### src/design/cvdac_pkg.sv
// Shared types and constants for the calibrated CV DAC framer.
// Used by every module of the block; depends on nothing else.
`default_nettype none

package cvdac_pkg;

  // Fixed field widths.
  localparam int VOLT_W = 17;  // requested voltage, signed, 1/4096 V
  localparam int VC_W   = 16;  // clamped voltage, enough for fifteen volts
  localparam int FRAC_W = 12;  // fraction bits of one volt
  localparam int IDX_W  = 4;   // table index within one channel
  localparam int OFFS_W = 16;  // offset in DAC LSBs, signed
  localparam int CODE_W = 12;  // framed DAC code
  localparam int SUM_W  = 21;  // code plus offset before saturation
  localparam int APB_AW = 3;
  localparam int APB_DW = 32;

  typedef enum logic [1:0] {
    OP_CAL_SET   = 2'd0,
    OP_RAW_SET   = 2'd1,
    OP_CAL_LOAD  = 2'd2,
    OP_CAL_CLEAR = 2'd3
  } op_e;

  // Register indexes, taken from paddr bit 2.
  localparam logic REG_GAIN   = 1'b0;
  localparam logic REG_ACTIVE = 1'b1;

  localparam logic STATUS_OK    = 1'b0;
  localparam logic STATUS_RANGE = 1'b1;

  typedef struct packed {
    logic gain;
    logic active;
  } cfg_t;

  // Width of clamped voltage times DAC_MAX.
  function automatic int prod_width(input int max_volts, input int dac_max);
    longint unsigned pmax;
    pmax = longint'(max_volts) * (longint'(1) << FRAC_W) * longint'(dac_max);
    return $clog2(pmax + 1);
  endfunction

endpackage

`default_nettype wire

### src/design/calibrated_cv_dac_frame.sv
// Calibrated CV DAC framer. Takes one word per clock when not stalled and returns
// one result word per input word, through the stage-one and output registers. The
// first stage clamps the voltage, forms the table addresses, starts the scaling
// multiply and reads two neighboring offsets from the table memory; the second
// stage scales, interpolates, saturates and packs the frame into the output
// register. Throughput is one word per cycle when not stalled, set by the two read
// ports of the table memory that serve both interpolation points at once. A table
// clear takes effect at once through per-entry valid bits, so no clearing pass
// follows reset. Depends on cvdac_pkg, cvdac_cfg, cvdac_cal_mem and cvdac_conv.
`default_nettype none

module calibrated_cv_dac_frame #(
  parameter int MAX_VOLTS  = 10,
  parameter int DAC_MAX    = 4095,
  parameter int CAL_POINTS = 10
) (
  input  wire logic                                clk_i,
  input  wire logic                                rst_ni,
  // Configuration port
  input  wire logic                                psel,
  input  wire logic                                penable,
  input  wire logic                                pwrite,
  input  wire logic [cvdac_pkg::APB_AW-1:0]        paddr,
  input  wire logic [cvdac_pkg::APB_DW-1:0]        pwdata,
  output logic      [cvdac_pkg::APB_DW-1:0]        prdata,
  output logic                                     pready,
  // Input channel
  input  wire logic                                in_valid_i,
  output logic                                     in_stall_o,
  input  wire logic [1:0]                          op_i,
  input  wire logic                                channel_i,
  input  wire logic signed [cvdac_pkg::VOLT_W-1:0] volts_fixed_i,
  input  wire logic [cvdac_pkg::IDX_W-1:0]         cal_index_i,
  input  wire logic signed [cvdac_pkg::OFFS_W-1:0] cal_offset_i,
  // Output channel
  output logic                                     out_valid_o,
  input  wire logic                                out_stall_i,
  output logic                                     frame_valid_o,
  output logic [15:0]                              dac_frame_o,
  output logic [cvdac_pkg::CODE_W-1:0]             dac_code_o,
  output logic                                     status_o
);
  import cvdac_pkg::*;

  localparam int FULL_SCALE = MAX_VOLTS << FRAC_W;
  localparam int DEPTH      = 2 * CAL_POINTS;
  localparam int AW         = $clog2(DEPTH);
  localparam int PW         = prod_width(MAX_VOLTS, DAC_MAX);

  cfg_t cfg;

  // Handshake
  logic s1_valid_q, s1_valid_d;
  logic out_valid_q, out_valid_d;
  logic out_free, s1_adv, accept;

  // Input stage
  op_e                     op_in;
  logic                    v_neg, v_over;
  logic [VC_W-1:0]         vc;
  logic [IDX_W-1:0]        whole;
  logic [IDX_W-1:0]        hi_idx, lo_idx, whole_m1;
  logic [AW-1:0]           base, rd_addr_lo, rd_addr_hi, wr_addr;
  logic                    wr_en, clr;
  logic [PW-1:0]           prod;

  // Stage-one registers
  op_e                     s1_op_q;
  logic                    s1_ch_q;
  logic                    s1_bad_q;
  logic                    s1_lo_zero_q;
  logic [FRAC_W-1:0]       s1_frac_q;
  logic [PW-1:0]           s1_prod_q;

  logic signed [OFFS_W-1:0] rd_lo, rd_hi, lo_val;
  logic                     send;
  logic [CODE_W-1:0]        code;
  logic                     status;
  logic [CODE_W-1:0]        last_code_q [2];
  logic [CODE_W-1:0]        held_code;

  logic                     frame_valid_q;
  logic [15:0]              dac_frame_q;
  logic [CODE_W-1:0]        dac_code_q;
  logic                     status_q;

  cvdac_cfg u_cfg (
    .clk_i   (clk_i),
    .rst_ni  (rst_ni),
    .psel    (psel),
    .penable (penable),
    .pwrite  (pwrite),
    .paddr   (paddr),
    .pwdata  (pwdata),
    .prdata  (prdata),
    .pready  (pready),
    .cfg_o   (cfg)
  );

  // The output register frees when empty or when its word is taken.
  assign out_free   = !out_valid_q || !out_stall_i;
  assign s1_adv     = s1_valid_q && out_free;
  assign in_stall_o = s1_valid_q && !out_free;
  assign accept     = in_valid_i && !in_stall_o;

  always_comb begin
    s1_valid_d = s1_valid_q;
    if (accept) begin
      s1_valid_d = 1'b1;
    end else if (s1_adv) begin
      s1_valid_d = 1'b0;
    end
  end

  always_comb begin
    out_valid_d = out_valid_q;
    if (s1_adv) begin
      out_valid_d = 1'b1;
    end else if (!out_stall_i) begin
      out_valid_d = 1'b0;
    end
  end

  always_ff @(posedge clk_i or negedge rst_ni) begin
    if (!rst_ni) begin
      s1_valid_q  <= 1'b0;
      out_valid_q <= 1'b0;
    end else begin
      s1_valid_q  <= s1_valid_d;
      out_valid_q <= out_valid_d;
    end
  end

  // Clamp to 0..full scale; a raw set outside that range is rejected.
  assign op_in  = op_e'(op_i);
  assign v_neg  = volts_fixed_i[VOLT_W-1];
  assign v_over = !v_neg && (volts_fixed_i > VOLT_W'(FULL_SCALE));

  always_comb begin
    if (v_neg) begin
      vc = '0;
    end else if (v_over) begin
      vc = VC_W'(FULL_SCALE);
    end else begin
      vc = volts_fixed_i[VC_W-1:0];
    end
  end

  // Whole volts select the segment; the upper end point saturates to the last entry.
  assign whole    = vc[VC_W-1:FRAC_W];
  assign whole_m1 = whole - 1'b1;
  assign hi_idx   = ({1'b0, whole} > (IDX_W+1)'(CAL_POINTS - 1)) ?
                    IDX_W'(CAL_POINTS - 1) : whole;
  assign lo_idx   = ({1'b0, whole_m1} > (IDX_W+1)'(CAL_POINTS - 1)) ?
                    IDX_W'(CAL_POINTS - 1) : whole_m1;

  assign base       = channel_i ? AW'(CAL_POINTS) : '0;
  assign rd_addr_hi = base + AW'(hi_idx);
  assign rd_addr_lo = base + AW'(lo_idx);
  assign wr_addr    = base + AW'(cal_index_i);

  assign wr_en = accept && (op_in == OP_CAL_LOAD) &&
                 ({1'b0, cal_index_i} < (IDX_W+1)'(CAL_POINTS));
  assign clr   = accept && (op_in == OP_CAL_CLEAR);

  assign prod = PW'(vc) * PW'(DAC_MAX);

  cvdac_cal_mem #(
    .DEPTH (DEPTH),
    .AW    (AW)
  ) u_cal_mem (
    .clk_i       (clk_i),
    .rst_ni      (rst_ni),
    .wr_en_i     (wr_en),
    .wr_addr_i   (wr_addr),
    .wr_data_i   (cal_offset_i),
    .clr_i       (clr),
    .rd_en_i     (accept),
    .rd_addr_a_i (rd_addr_lo),
    .rd_addr_b_i (rd_addr_hi),
    .rd_data_a_o (rd_lo),
    .rd_data_b_o (rd_hi)
  );

  always_ff @(posedge clk_i) begin
    if (accept) begin
      s1_op_q      <= op_in;
      s1_ch_q      <= channel_i;
      s1_bad_q     <= v_neg || v_over;
      s1_lo_zero_q <= (whole == '0);
      s1_frac_q    <= vc[FRAC_W-1:0];
      s1_prod_q    <= prod;
    end
  end

  // Below one volt the segment starts from a zero offset.
  assign lo_val = s1_lo_zero_q ? '0 : rd_lo;

  cvdac_conv #(
    .MAX_VOLTS (MAX_VOLTS),
    .DAC_MAX   (DAC_MAX),
    .PW        (PW)
  ) u_conv (
    .op_i      (s1_op_q),
    .raw_bad_i (s1_bad_q),
    .prod_i    (s1_prod_q),
    .lo_i      (lo_val),
    .hi_i      (rd_hi),
    .frac_i    (s1_frac_q),
    .send_o    (send),
    .code_o    (code),
    .status_o  (status)
  );

  assign held_code = send ? code : last_code_q[s1_ch_q];

  always_ff @(posedge clk_i or negedge rst_ni) begin
    if (!rst_ni) begin
      last_code_q[0] <= '0;
      last_code_q[1] <= '0;
    end else if (s1_adv && send) begin
      last_code_q[s1_ch_q] <= code;
    end
  end

  always_ff @(posedge clk_i) begin
    if (s1_adv) begin
      frame_valid_q <= send;
      dac_frame_q   <= send ? {s1_ch_q, 1'b0, cfg.gain, cfg.active, code} : '0;
      dac_code_q    <= held_code;
      status_q      <= status;
    end
  end

  assign out_valid_o   = out_valid_q;
  assign frame_valid_o = frame_valid_q;
  assign dac_frame_o   = dac_frame_q;
  assign dac_code_o    = dac_code_q;
  assign status_o      = status_q;

endmodule

`default_nettype wire

### src/design/cvdac_cfg.sv
// APB register file holding the gain and active frame bits.
// Depends on cvdac_pkg for the register indexes and the cfg_t struct.
`default_nettype none

module cvdac_cfg (
  input  wire logic                           clk_i,
  input  wire logic                           rst_ni,
  input  wire logic                           psel,
  input  wire logic                           penable,
  input  wire logic                           pwrite,
  input  wire logic [cvdac_pkg::APB_AW-1:0]   paddr,
  input  wire logic [cvdac_pkg::APB_DW-1:0]   pwdata,
  output logic      [cvdac_pkg::APB_DW-1:0]   prdata,
  output logic                                pready,
  output cvdac_pkg::cfg_t                     cfg_o
);
  import cvdac_pkg::*;

  logic gain_q, gain_d;
  logic active_q, active_d;
  logic wr_en;
  logic rd_bit;

  assign pready = 1'b1;
  assign wr_en  = psel && penable && pwrite && pready;

  always_comb begin
    gain_d   = gain_q;
    active_d = active_q;
    if (wr_en) begin
      unique case (paddr[2])
        REG_GAIN:   gain_d   = pwdata[0];
        REG_ACTIVE: active_d = pwdata[0];
        default:    ;
      endcase
    end
  end

  always_ff @(posedge clk_i or negedge rst_ni) begin
    if (!rst_ni) begin
      gain_q   <= 1'b1;
      active_q <= 1'b1;
    end else begin
      gain_q   <= gain_d;
      active_q <= active_d;
    end
  end

  always_comb begin
    unique case (paddr[2])
      REG_GAIN:   rd_bit = gain_q;
      REG_ACTIVE: rd_bit = active_q;
      default:    rd_bit = 1'b0;
    endcase
  end

  assign prdata = {{(APB_DW-1){1'b0}}, rd_bit};
  assign cfg_o  = '{gain: gain_q, active: active_q};

endmodule

`default_nettype wire

### src/design/cvdac_cal_mem.sv
// Offset table for both channels: one write port, two registered read ports.
// Per-entry valid bits give the all-zero reset and the whole-table clear.
`default_nettype none

module cvdac_cal_mem #(
  parameter int DEPTH = 20,
  parameter int AW    = 5
) (
  input  wire logic                                clk_i,
  input  wire logic                                rst_ni,
  input  wire logic                                wr_en_i,
  input  wire logic [AW-1:0]                       wr_addr_i,
  input  wire logic signed [cvdac_pkg::OFFS_W-1:0] wr_data_i,
  input  wire logic                                clr_i,
  input  wire logic                                rd_en_i,
  input  wire logic [AW-1:0]                       rd_addr_a_i,
  input  wire logic [AW-1:0]                       rd_addr_b_i,
  output logic signed [cvdac_pkg::OFFS_W-1:0]      rd_data_a_o,
  output logic signed [cvdac_pkg::OFFS_W-1:0]      rd_data_b_o
);
  import cvdac_pkg::*;

  logic signed [OFFS_W-1:0] mem [DEPTH];
  logic [DEPTH-1:0]         vld_q;
  logic signed [OFFS_W-1:0] rd_a_q, rd_b_q;
  logic                     rd_a_vld_q, rd_b_vld_q;

  always_ff @(posedge clk_i) begin
    if (wr_en_i) begin
      mem[wr_addr_i] <= wr_data_i;
    end
  end

  always_ff @(posedge clk_i or negedge rst_ni) begin
    if (!rst_ni) begin
      vld_q <= '0;
    end else if (clr_i) begin
      vld_q <= '0;
    end else if (wr_en_i) begin
      vld_q[wr_addr_i] <= 1'b1;
    end
  end

  always_ff @(posedge clk_i) begin
    if (rd_en_i) begin
      rd_a_q     <= mem[rd_addr_a_i];
      rd_b_q     <= mem[rd_addr_b_i];
      rd_a_vld_q <= vld_q[rd_addr_a_i];
      rd_b_vld_q <= vld_q[rd_addr_b_i];
    end
  end

  // An entry never written since reset or the last clear reads as zero.
  assign rd_data_a_o = rd_a_vld_q ? rd_a_q : '0;
  assign rd_data_b_o = rd_b_vld_q ? rd_b_q : '0;

endmodule

`default_nettype wire

### src/design/cvdac_conv.sv
// Second-stage arithmetic: scale to a DAC code, interpolate the offset,
// round, add and saturate, then pick the result by operation. Uses cvdac_pkg.
`default_nettype none

module cvdac_conv #(
  parameter int MAX_VOLTS = 10,
  parameter int DAC_MAX   = 4095,
  parameter int PW        = 32
) (
  input  wire cvdac_pkg::op_e                      op_i,
  input  wire logic                                raw_bad_i,
  input  wire logic [PW-1:0]                       prod_i,
  input  wire logic signed [cvdac_pkg::OFFS_W-1:0] lo_i,
  input  wire logic signed [cvdac_pkg::OFFS_W-1:0] hi_i,
  input  wire logic [cvdac_pkg::FRAC_W-1:0]        frac_i,
  output logic                                     send_o,
  output logic [cvdac_pkg::CODE_W-1:0]             code_o,
  output logic                                     status_o
);
  import cvdac_pkg::*;

  localparam int FULL_SCALE = MAX_VOLTS << FRAC_W;
  localparam int NW         = PW + 2;
  localparam int DIV_SH     = FRAC_W + 1;
  localparam int QW         = NW - DIV_SH;
  localparam int L          = $clog2(MAX_VOLTS);
  localparam int SH         = QW + L;
  localparam longint unsigned RECIP =
      ((longint'(1) << SH) + longint'(MAX_VOLTS) - 1) / longint'(MAX_VOLTS);
  localparam int RW         = $clog2(RECIP + 1);
  localparam int MW         = QW + RW;
  localparam int CW         = $clog2(DAC_MAX + 1);

  logic [NW-1:0]              num_code;
  logic [QW-1:0]              q1;
  logic [MW-1:0]              mprod;
  logic [QW-1:0]              q;
  logic [CW-1:0]              code_raw;

  logic signed [OFFS_W:0]     diff;
  logic signed [FRAC_W:0]     frac_s;
  logic signed [29:0]         iprod;
  logic [30:0]                lo_ext;
  logic signed [30:0]         inum;
  logic [30:0]                mag;
  logic [30:0]                rsum;
  logic [18:0]                rmag;
  logic signed [19:0]         offs;
  logic signed [SUM_W-1:0]    sum;
  logic [CW-1:0]              code_cal;
  logic [CW-1:0]              code_sel;

  // Code = round(v * DAC_MAX / full scale). The divide by 2*full scale is a
  // shift by 13 followed by an exact reciprocal multiply for MAX_VOLTS.
  assign num_code = (NW'(prod_i) << 1) + NW'(FULL_SCALE);
  assign q1       = num_code[NW-1:DIV_SH];
  assign mprod    = MW'(q1) * MW'(RECIP);
  assign q        = QW'(mprod >> SH);
  assign code_raw = (q > QW'(DAC_MAX)) ? CW'(DAC_MAX) : CW'(q);

  // Offset = lo + (hi - lo) * frac / 4096, rounded half away from zero.
  assign diff   = (OFFS_W+1)'(hi_i) - (OFFS_W+1)'(lo_i);
  assign frac_s = signed'({1'b0, frac_i});
  assign iprod  = diff * frac_s;
  assign lo_ext = {{3{lo_i[OFFS_W-1]}}, lo_i, {FRAC_W{1'b0}}};
  assign inum   = signed'(lo_ext) + signed'({iprod[29], iprod});
  assign mag    = inum[30] ? 31'(-inum) : 31'(inum);
  assign rsum   = mag + 31'd2048;
  assign rmag   = rsum[30:FRAC_W];
  assign offs   = inum[30] ? -signed'({1'b0, rmag}) : signed'({1'b0, rmag});

  assign sum = signed'(SUM_W'(code_raw)) + SUM_W'(offs);

  always_comb begin
    if (sum[SUM_W-1]) begin
      code_cal = '0;
    end else if (sum > SUM_W'(DAC_MAX)) begin
      code_cal = CW'(DAC_MAX);
    end else begin
      code_cal = CW'(sum);
    end
  end

  always_comb begin
    send_o   = 1'b0;
    status_o = STATUS_OK;
    code_sel = code_raw;
    case (op_i)
      OP_CAL_SET: begin
        send_o   = 1'b1;
        code_sel = code_cal;
      end
      OP_RAW_SET: begin
        if (raw_bad_i) begin
          status_o = STATUS_RANGE;
        end else begin
          send_o = 1'b1;
        end
      end
      default: ;
    endcase
  end

  assign code_o = CODE_W'(code_sel);

endmodule

`default_nettype wire
### config.mk
export PLATFORM = sky130hd
export DESIGN_NAME = calibrated_cv_dac_frame
export DESIGN_NICKNAME = d
export VERILOG_FILES = /design/src/design/cvdac_pkg.sv /design/src/design/calibrated_cv_dac_frame.sv /design/src/design/cvdac_cfg.sv /design/src/design/cvdac_cal_mem.sv /design/src/design/cvdac_conv.sv
export SDC_FILE = /design/constraint.sdc
export NUM_CORES = 2
export LEC_CHECK = 0
export ABC_AREA = 1
export BUFFER_PORTS_ARGS = -buffer_cell sky130_fd_sc_hd__buf_2
export CORE_AREA = 8 8 243 292
export CTS_CLUSTER_DIAMETER = 150
export DETAILED_ROUTE_END_ITERATION = 8
export DIE_AREA = 0 0 251 300
export GPL_TIMING_DRIVEN = 0
export PLACE_DENSITY = 0.92
export SETUP_SLACK_MARGIN = 0.05
export SYNTH_ARGS = -nofsm -noshare
export SYNTH_HDL_FRONTEND = slang
export SYNTH_SLANG_ARGS = --single-unit
export TNS_END_PERCENT = 1
### constraint.sdc
create_clock -name clk_i -period 15.5 [get_ports clk_i]
set_clock_uncertainty 0.15 [all_clocks]
set_input_delay 3.1 -clock clk_i [delete_from_list [all_inputs] [get_ports clk_i]]
set_output_delay 3.1 -clock clk_i [all_outputs]
set_load 0.005 [all_outputs]
* Word level (Yosys, flattened, before mapping)
Memories as Yosys holds them, arrays and structs flattened. A register that Yosys moved wholly into a read port is not among the register bits.
Index checks and enable logic that the tools add are counted.
** Cells by class
- $add $sub $neg :: 11
- Multiply operators :: 3
- Div/mod/pow operators :: 0
- Magnitude comparators :: 12
- Equal/unequal tests :: 4
- Shift-type cells :: 0
- Mux-type cells :: 39
- Bitwise logic cells :: 3
- Reductions and logical operators :: 25
** Operator list (count)
- $mux W12 :: 9
- $mux W16 :: 5
- $mux W20 :: 3
- $mul A17 B16 Y33 const B :: 1
- $add A28 B30 Y31 :: 1
- $add A31 B12 Y31 const B :: 1
- $mux W31 :: 1
- $neg A31 Y31 :: 1
- $add A29 B16 Y30 const B :: 1
- $mul A17 B13 Y30 :: 1
- $mul A16 B12 Y28 const B :: 1
- $bwmux W24 :: 1
- $add A13 B20 Y21 :: 1
- $gt A21 B13 Y1 const B :: 1
- $neg A19 Y20 :: 1
- $or A20 B20 Y20 :: 1
- $lt A5 B6 Y1 const B :: 3
- $gt A17 B17 Y1 const B :: 1
- $sub A16 B16 Y17 :: 1
- $add A4 B4 Y5 :: 3
- $gt A14 B12 Y1 const B :: 1
- $demux W12 S1 :: 1
- $logic_and A1 B1 Y1 :: 12
- $mux W4 :: 3
- 21 further kinds :: 42
** Storage, ports and cells
- Bits in registers :: 125
- Latch bits :: 0
- RAM bits :: 320
- ROM bits :: 0
- Input port bits :: 82
- Output and inout port bits :: 65
- Logic and storage cells :: 118
- Memories kept :: 1
** Memory list
- u_cal_mem.mem :: words 20, width 16, read ports 2, clocked after Yosys merged registers in 2, wr ports 1, line cvdac_cal_mem.sv:23 : logic signed [OFFS_W-1:0] mem [DEPTH];

* Depth between registers and ports, before layout
- Word-level depth :: 16
- Depth in mapped cells :: 91

* Modules after synthesis
Synthesis repeated with hierarchy kept, for this count alone.
** Second synthesis, totals
- Cells, all modules :: 5547
- Area, all modules :: 45278.4 sq um
** By module, submodules not included
- cvdac_cal_mem :: instances 1, cells an instance 2130, area each 18879.4 sq um
- cvdac_conv :: instances 1, cells an instance 2460, area each 17483.0 sq um
- calibrated_cv_dac_frame :: instances 1, cells an instance 903, area each 8526.9 sq um
- cvdac_cfg :: instances 1, cells an instance 54, area each 389.1 sq um

* Worst setup path before layout
OpenSTA, ideal clock, no wires.
- Kind :: reg2reg
- Start :: register s1_lo_zero_q
- End :: register dac_code_q[11], in the netlist dac_code_o[11], data pin
- Library setup time :: 254 ps
- Arrival time :: 12268 ps
- Data required time :: 15096 ps
- Slack :: 2828 ps
- Stages on the path, launching flop included :: 83
- Period minus slack after synthesis :: 12672 ps
- Path through :: edfxtp_1 -> nor2_4 -> buf_1 -> nand2_1 -> inv_1 -> ha_1 -> inv_1 -> fa_1 -> a21oi_1 -> nor2_1 -> nor2_1 -> inv_1 -> nand2_1 -> nand2_1 -> a21oi_1 -> or2_2 -> nand2_1 -> a21oi_1 -> [... 47 more ...] -> a211oi_1 -> o21ai_0 -> nand3_1 -> nand2_1 -> nand2_2 -> nor2_4 -> nand2_1 -> nand3_1 -> nand2_1 -> nand2_1 -> nor2_1 -> nand3_2 -> nand2_4 -> nand2_1 -> nand2_1 -> nand2_1 -> nand2_1 -> nand2_1
** Between the ends
- Word-level cells in the longest chain between the ends :: 15
** Ends and longest elaborated chain
- from (decl) :: line calibrated_cv_dac_frame.sv:71 : logic s1_lo_zero_q;
- from (signal assigned) :: line calibrated_cv_dac_frame.sv:190 : s1_lo_zero_q <= (whole == '0);
- $mux W16 * :: line calibrated_cv_dac_frame.sv:197 : assign lo_val = s1_lo_zero_q ? '0 : rd_lo;
- $sub A16 B16 Y17 :: line cvdac_conv.sv:62 : assign diff = (OFFS_W+1)'(hi_i) - (OFFS_W+1)'(lo_i);
- $mul A17 B13 Y30 :: line cvdac_conv.sv:64 : assign iprod = diff * frac_s;
- $add A28 B30 Y31 * :: line cvdac_conv.sv:66 : assign inum = signed'(lo_ext) + signed'({iprod[29], iprod});
- $neg A31 Y31 :: line cvdac_conv.sv:67 : assign mag = inum[30] ? 31'(-inum) : 31'(inum);
- $mux W31 :: line cvdac_conv.sv:67
- $add A31 B12 Y31 :: line cvdac_conv.sv:68 : assign rsum = mag + 31'd2048;
- $neg A19 Y20 :: line cvdac_conv.sv:70 : assign offs = inum[30] ? -signed'({1'b0, rmag}) : signed'({1'b0, rmag});
- $mux W20 * :: line cvdac_conv.sv:70
- $add A13 B20 Y21 * :: line cvdac_conv.sv:72 : assign sum = signed'(SUM_W'(code_raw)) + SUM_W'(offs);
- $gt A21 B13 Y1 :: line cvdac_conv.sv:77 : end else if (sum > SUM_W'(DAC_MAX)) begin
- $mux W12 :: line cvdac_conv.sv:77
- $mux W12 * :: line cvdac_conv.sv:75 : if (sum[SUM_W-1]) begin
- $mux W12 * :: line cvdac_conv.sv:88 : case (op_i)
- $mux W12 * :: line calibrated_cv_dac_frame.sv:215 : assign held_code = send ? code : last_code_q[s1_ch_q];
- via held_code[11] :: line calibrated_cv_dac_frame.sv:80 : logic [CODE_W-1:0] held_code;
- to (signal assigned) :: line calibrated_cv_dac_frame.sv:230 : dac_code_q <= held_code;
- to (decl) :: line calibrated_cv_dac_frame.sv:84 : logic [CODE_W-1:0] dac_code_q;
Mark *: on every way through the listed nets, which the timed path passes. The rest lies on a longest branch.
A chain may end at the register's enable or synchronous reset.

* Worst setup path in the final report
Same ends and word-level chain as after synthesis.

==> results.sh <==
export IMPL_status="complete, no violations"
export IMPL_io_buffers=80
export IMPL_synth_top_area_share=0.2941
export IMPL_dpl_hpwl_um=100000
export IMPL_min_period_ns=14.46
export IMPL_synthTopCellsByCount="nand2_1 (889), inv_1 (883), edfxtp_1 (416)"
export IMPL_first_pass_iters=7
export IMPL_stdcell_area_mm2=0.04608
export IMPL_finalSetupViolCount=0
export IMPL_die_h_um=300
export IMPL_io_pins=147
export IMPL_critPathLaunch="s1_lo_zero_q"
export IMPL_grt_max_degree=50
export IMPL_drive_gt1_frac=0.07635
export IMPL_antenna_found_initial=2
export IMPL_dieArea_mm2=0.07530
export IMPL_grt_first_pass_wirelength_um=197600
export IMPL_synth_largest_area_cell="edfxtp_1"
export IMPL_r2r_slack_ns=1.04
export IMPL_crit_fanout=10
export IMPL_cp_slowest_stage_delay_ns=0.64
export IMPL_use_met3=0.06462
export IMPL_synthTopCellsByArea="edfxtp_1 (29%), fa_1 (18%), ha_1 (9.5%), nand2_1 (7.9%), inv_1 (7.8%)"
export IMPL_ctsLongestPathBuffers=3
export IMPL_start_util=0.6401
export IMPL_worst_pin_slew_ns=1.353
export IMPL_met1_usage=0.3493
export IMPL_busiest_layer="met2"
export IMPL_critPathKind="reg -> reg"
export IMPL_cts_sinks=464
export IMPL_maxSlewHeadroom=0.08869
export IMPL_regToRegStartpoint="s1_lo_zero_q"
export IMPL_seqCellArea_mm2=0.01370
export IMPL_period_share=0.9331
export IMPL_cpMaxStageDelayCell="fa_1"
export IMPL_finalSetupTns_ns=0
export IMPL_synth_warnings=0
export IMPL_synth_seq_cells=464
export IMPL_use_met2=0.5967
export IMPL_rows=104
export IMPL_cts_tree="yes"
export IMPL_wirelength_um=128100
export IMPL_cp_endpoint="dac_code_o[11]"
export IMPL_cp_required_ns=15.70
export IMPL_gp_congestion=1.041
export IMPL_min_path_cells=2
export IMPL_fill_cells=4974
export IMPL_crit_top_cell="nand2_1"
export IMPL_gr_total_overflow=0
export IMPL_vias=36091
export IMPL_clkTransAtPathRegs_ns=0.07
export IMPL_viasPerCell=6.031
export IMPL_hold_viol=0
export IMPL_ys_dominant_reg_cell="edfxtp_1"
export IMPL_start_kind="flop"
export IMPL_postRouteAntennaNets=0
export IMPL_cp_end_kind="flop"
export IMPL_first_global_vias=37294
export IMPL_synthArstFlopShare=0.1034
export IMPL_worst_ep_arrival_time_ns=14.66
export IMPL_netlist_area_mm2=0.04248
export IMPL_dpl_instance_area_mm2=0.04451
export IMPL_syn_inst=4913
export IMPL_htree_levels=2
export IMPL_synth_edff_count=416
export IMPL_drc=0
export IMPL_rsz0062_at_grt="no"
export IMPL_grtUsageTotal=0.3366
export IMPL_min_path_type="reg -> reg"
export IMPL_area_growth_pct=8.489
export IMPL_die_x_um=251
export IMPL_coreArea_mm2=0.06636
export IMPL_synth_most_common_cell="nand2_1"
export IMPL_synth_cell_type_count=53
export IMPL_wl_per_cell_um=21.41
export IMPL_drv_slew=0
export IMPL_fin_nets=5891
export IMPL_insertion_delay_ns=0.63
export IMPL_maxCapViolations=0
export IMPL_timing_fmax_mhz=69.14
export IMPL_reg2regPathDepth=86
export IMPL_syn_avg_cell_area_um2=8.646
export IMPL_cts_root_buf="clkbuf_16"
export IMPL_ys_seq_area_frac=0.3224
export IMPL_rr_endpoint="dac_code_o[11]"
export IMPL_multi_input_comb_area_mm2=0.02457
export IMPL_cts_buffers=47
export IMPL_drtIter0Drc=3962
==> repair_timing <==
action | 4_1_cts | 5_1_grt
resized for setup | 0 | 15
endpoints found under the setup margin | 0 | 48
hold buffers | 0 | 0
buffers inserted | 0 | 3
==> through the flow <==
step           std cells  setup slack (ns)    util  hold WS [ns]
2_1_floorplan       4944             2.828       -        0.2840
3_3_place_gp        5872            0.7139  0.6638        0.2902
3_5_place_dp        5894            0.3207  0.6706        0.3100
4_1_cts             5980            0.2296  0.6936        0.3215
5_1_grt             5983           0.05883  0.6944        0.3498
6_report            5984             1.036  0.6944        0.3212
==> layout make-up <==
type / instances / share of cell area
multi-input combinational: 3352 / 0.5332
sequential: 464 / 0.2972
inverter: 924 / 0.07532
clock buffer: 58 / 0.02778
tap: 848 / 0.02302
buffer: 203 / 0.02023
timing repair buffer: 105 / 0.01781
clock inverter: 28 / 0.005349
antenna: 2 / 0.0001086
==> metal layers <==
layer	vias up	share of wire	wire [µm]
met1	16938	0.33	41860
li1	16175	-	-
met5	-	0.00014	18
met4	2	0.092	11830
met2	2193	0.50	63420
met3	783	0.086	10990
==> critical path, delay by kind of cell, from the launching register on <==
| kind | cells | cell delay (ns) |
|---|---|---|
| buffers and inverters | 17 | 1.72 |
| adders and majority gates | 12 | 5.28 |
| xor gates and xnor gates | 1 | 0.13 |
| and+or+nand+nor | 46 | 4.55 |
| DFF | 1 | 0.51 |
| AOI/OAI and AO/OA | 10 | 1.83 |
==> placed cells by master, fill, tap and decap left out, types with 33 or more instances in the layout <==
| cell | count |
|---|---|
| dfrtp_1 | 46 |
| a21oi_1 | 282 |
| nand3_1 | 192 |
| nor2_1 | 380 |
| xor2_1 | 51 |
| inv_1 | 882 |
| nor2_2 | 40 |
| clkbuf_1 | 152 |
| edfxtp_1 | 416 |
| nand2_2 | 43 |
| conb_1 | 33 |
| nand2_1 | 889 |
| buf_2 | 85 |
| ha_1 | 322 |
| clkbuf_16 | 49 |
| xnor2_1 | 39 |
| fa_1 | 389 |
| buf_4 | 39 |
| o21ai_0 | 391 |
| o22ai_1 | 52 |
| nand4_1 | 42 |
==> cell families after synthesis <==
family,synth area share
AO/OA/AOI/OAI,0.1100
adder cells (fa/ha/maj),0.2787
XOR/XNOR,0.01856
buffers and inverters,0.1036
other,0.0001768
AND/OR/NAND/NOR,0.1666
flip-flops,0.3224
==> flip-flops by register name (all words and copies together) (netlist names), 2 cells and up <==
signal and cells:
u_cal_mem.rd_b_q 16, s1_op_q 2, u_cal_mem.rd_a_q 16, u_cal_mem.vld_q 20
dac_code_o 12, s1_prod_q 16, dac_frame_o 15, last_code_q 24
s1_frac_q 12, u_cal_mem.mem 320
==> worst min path at each step <==
stage,endpoint,slack [ns],startpoint
detailed placement,out_valid_o,0.31,s1_valid_q
finish,out_valid_o,0.32,s1_valid_q
CTS,out_valid_o,0.32,s1_valid_q
floorplan,out_valid_o,0.28,s1_valid_q
global placement,out_valid_o,0.29,s1_valid_q
global route,out_valid_o,0.35,s1_valid_q
Power is not shown: default switching activity piles up to over one toggle a cycle in this logic, so the estimate is an artifact.
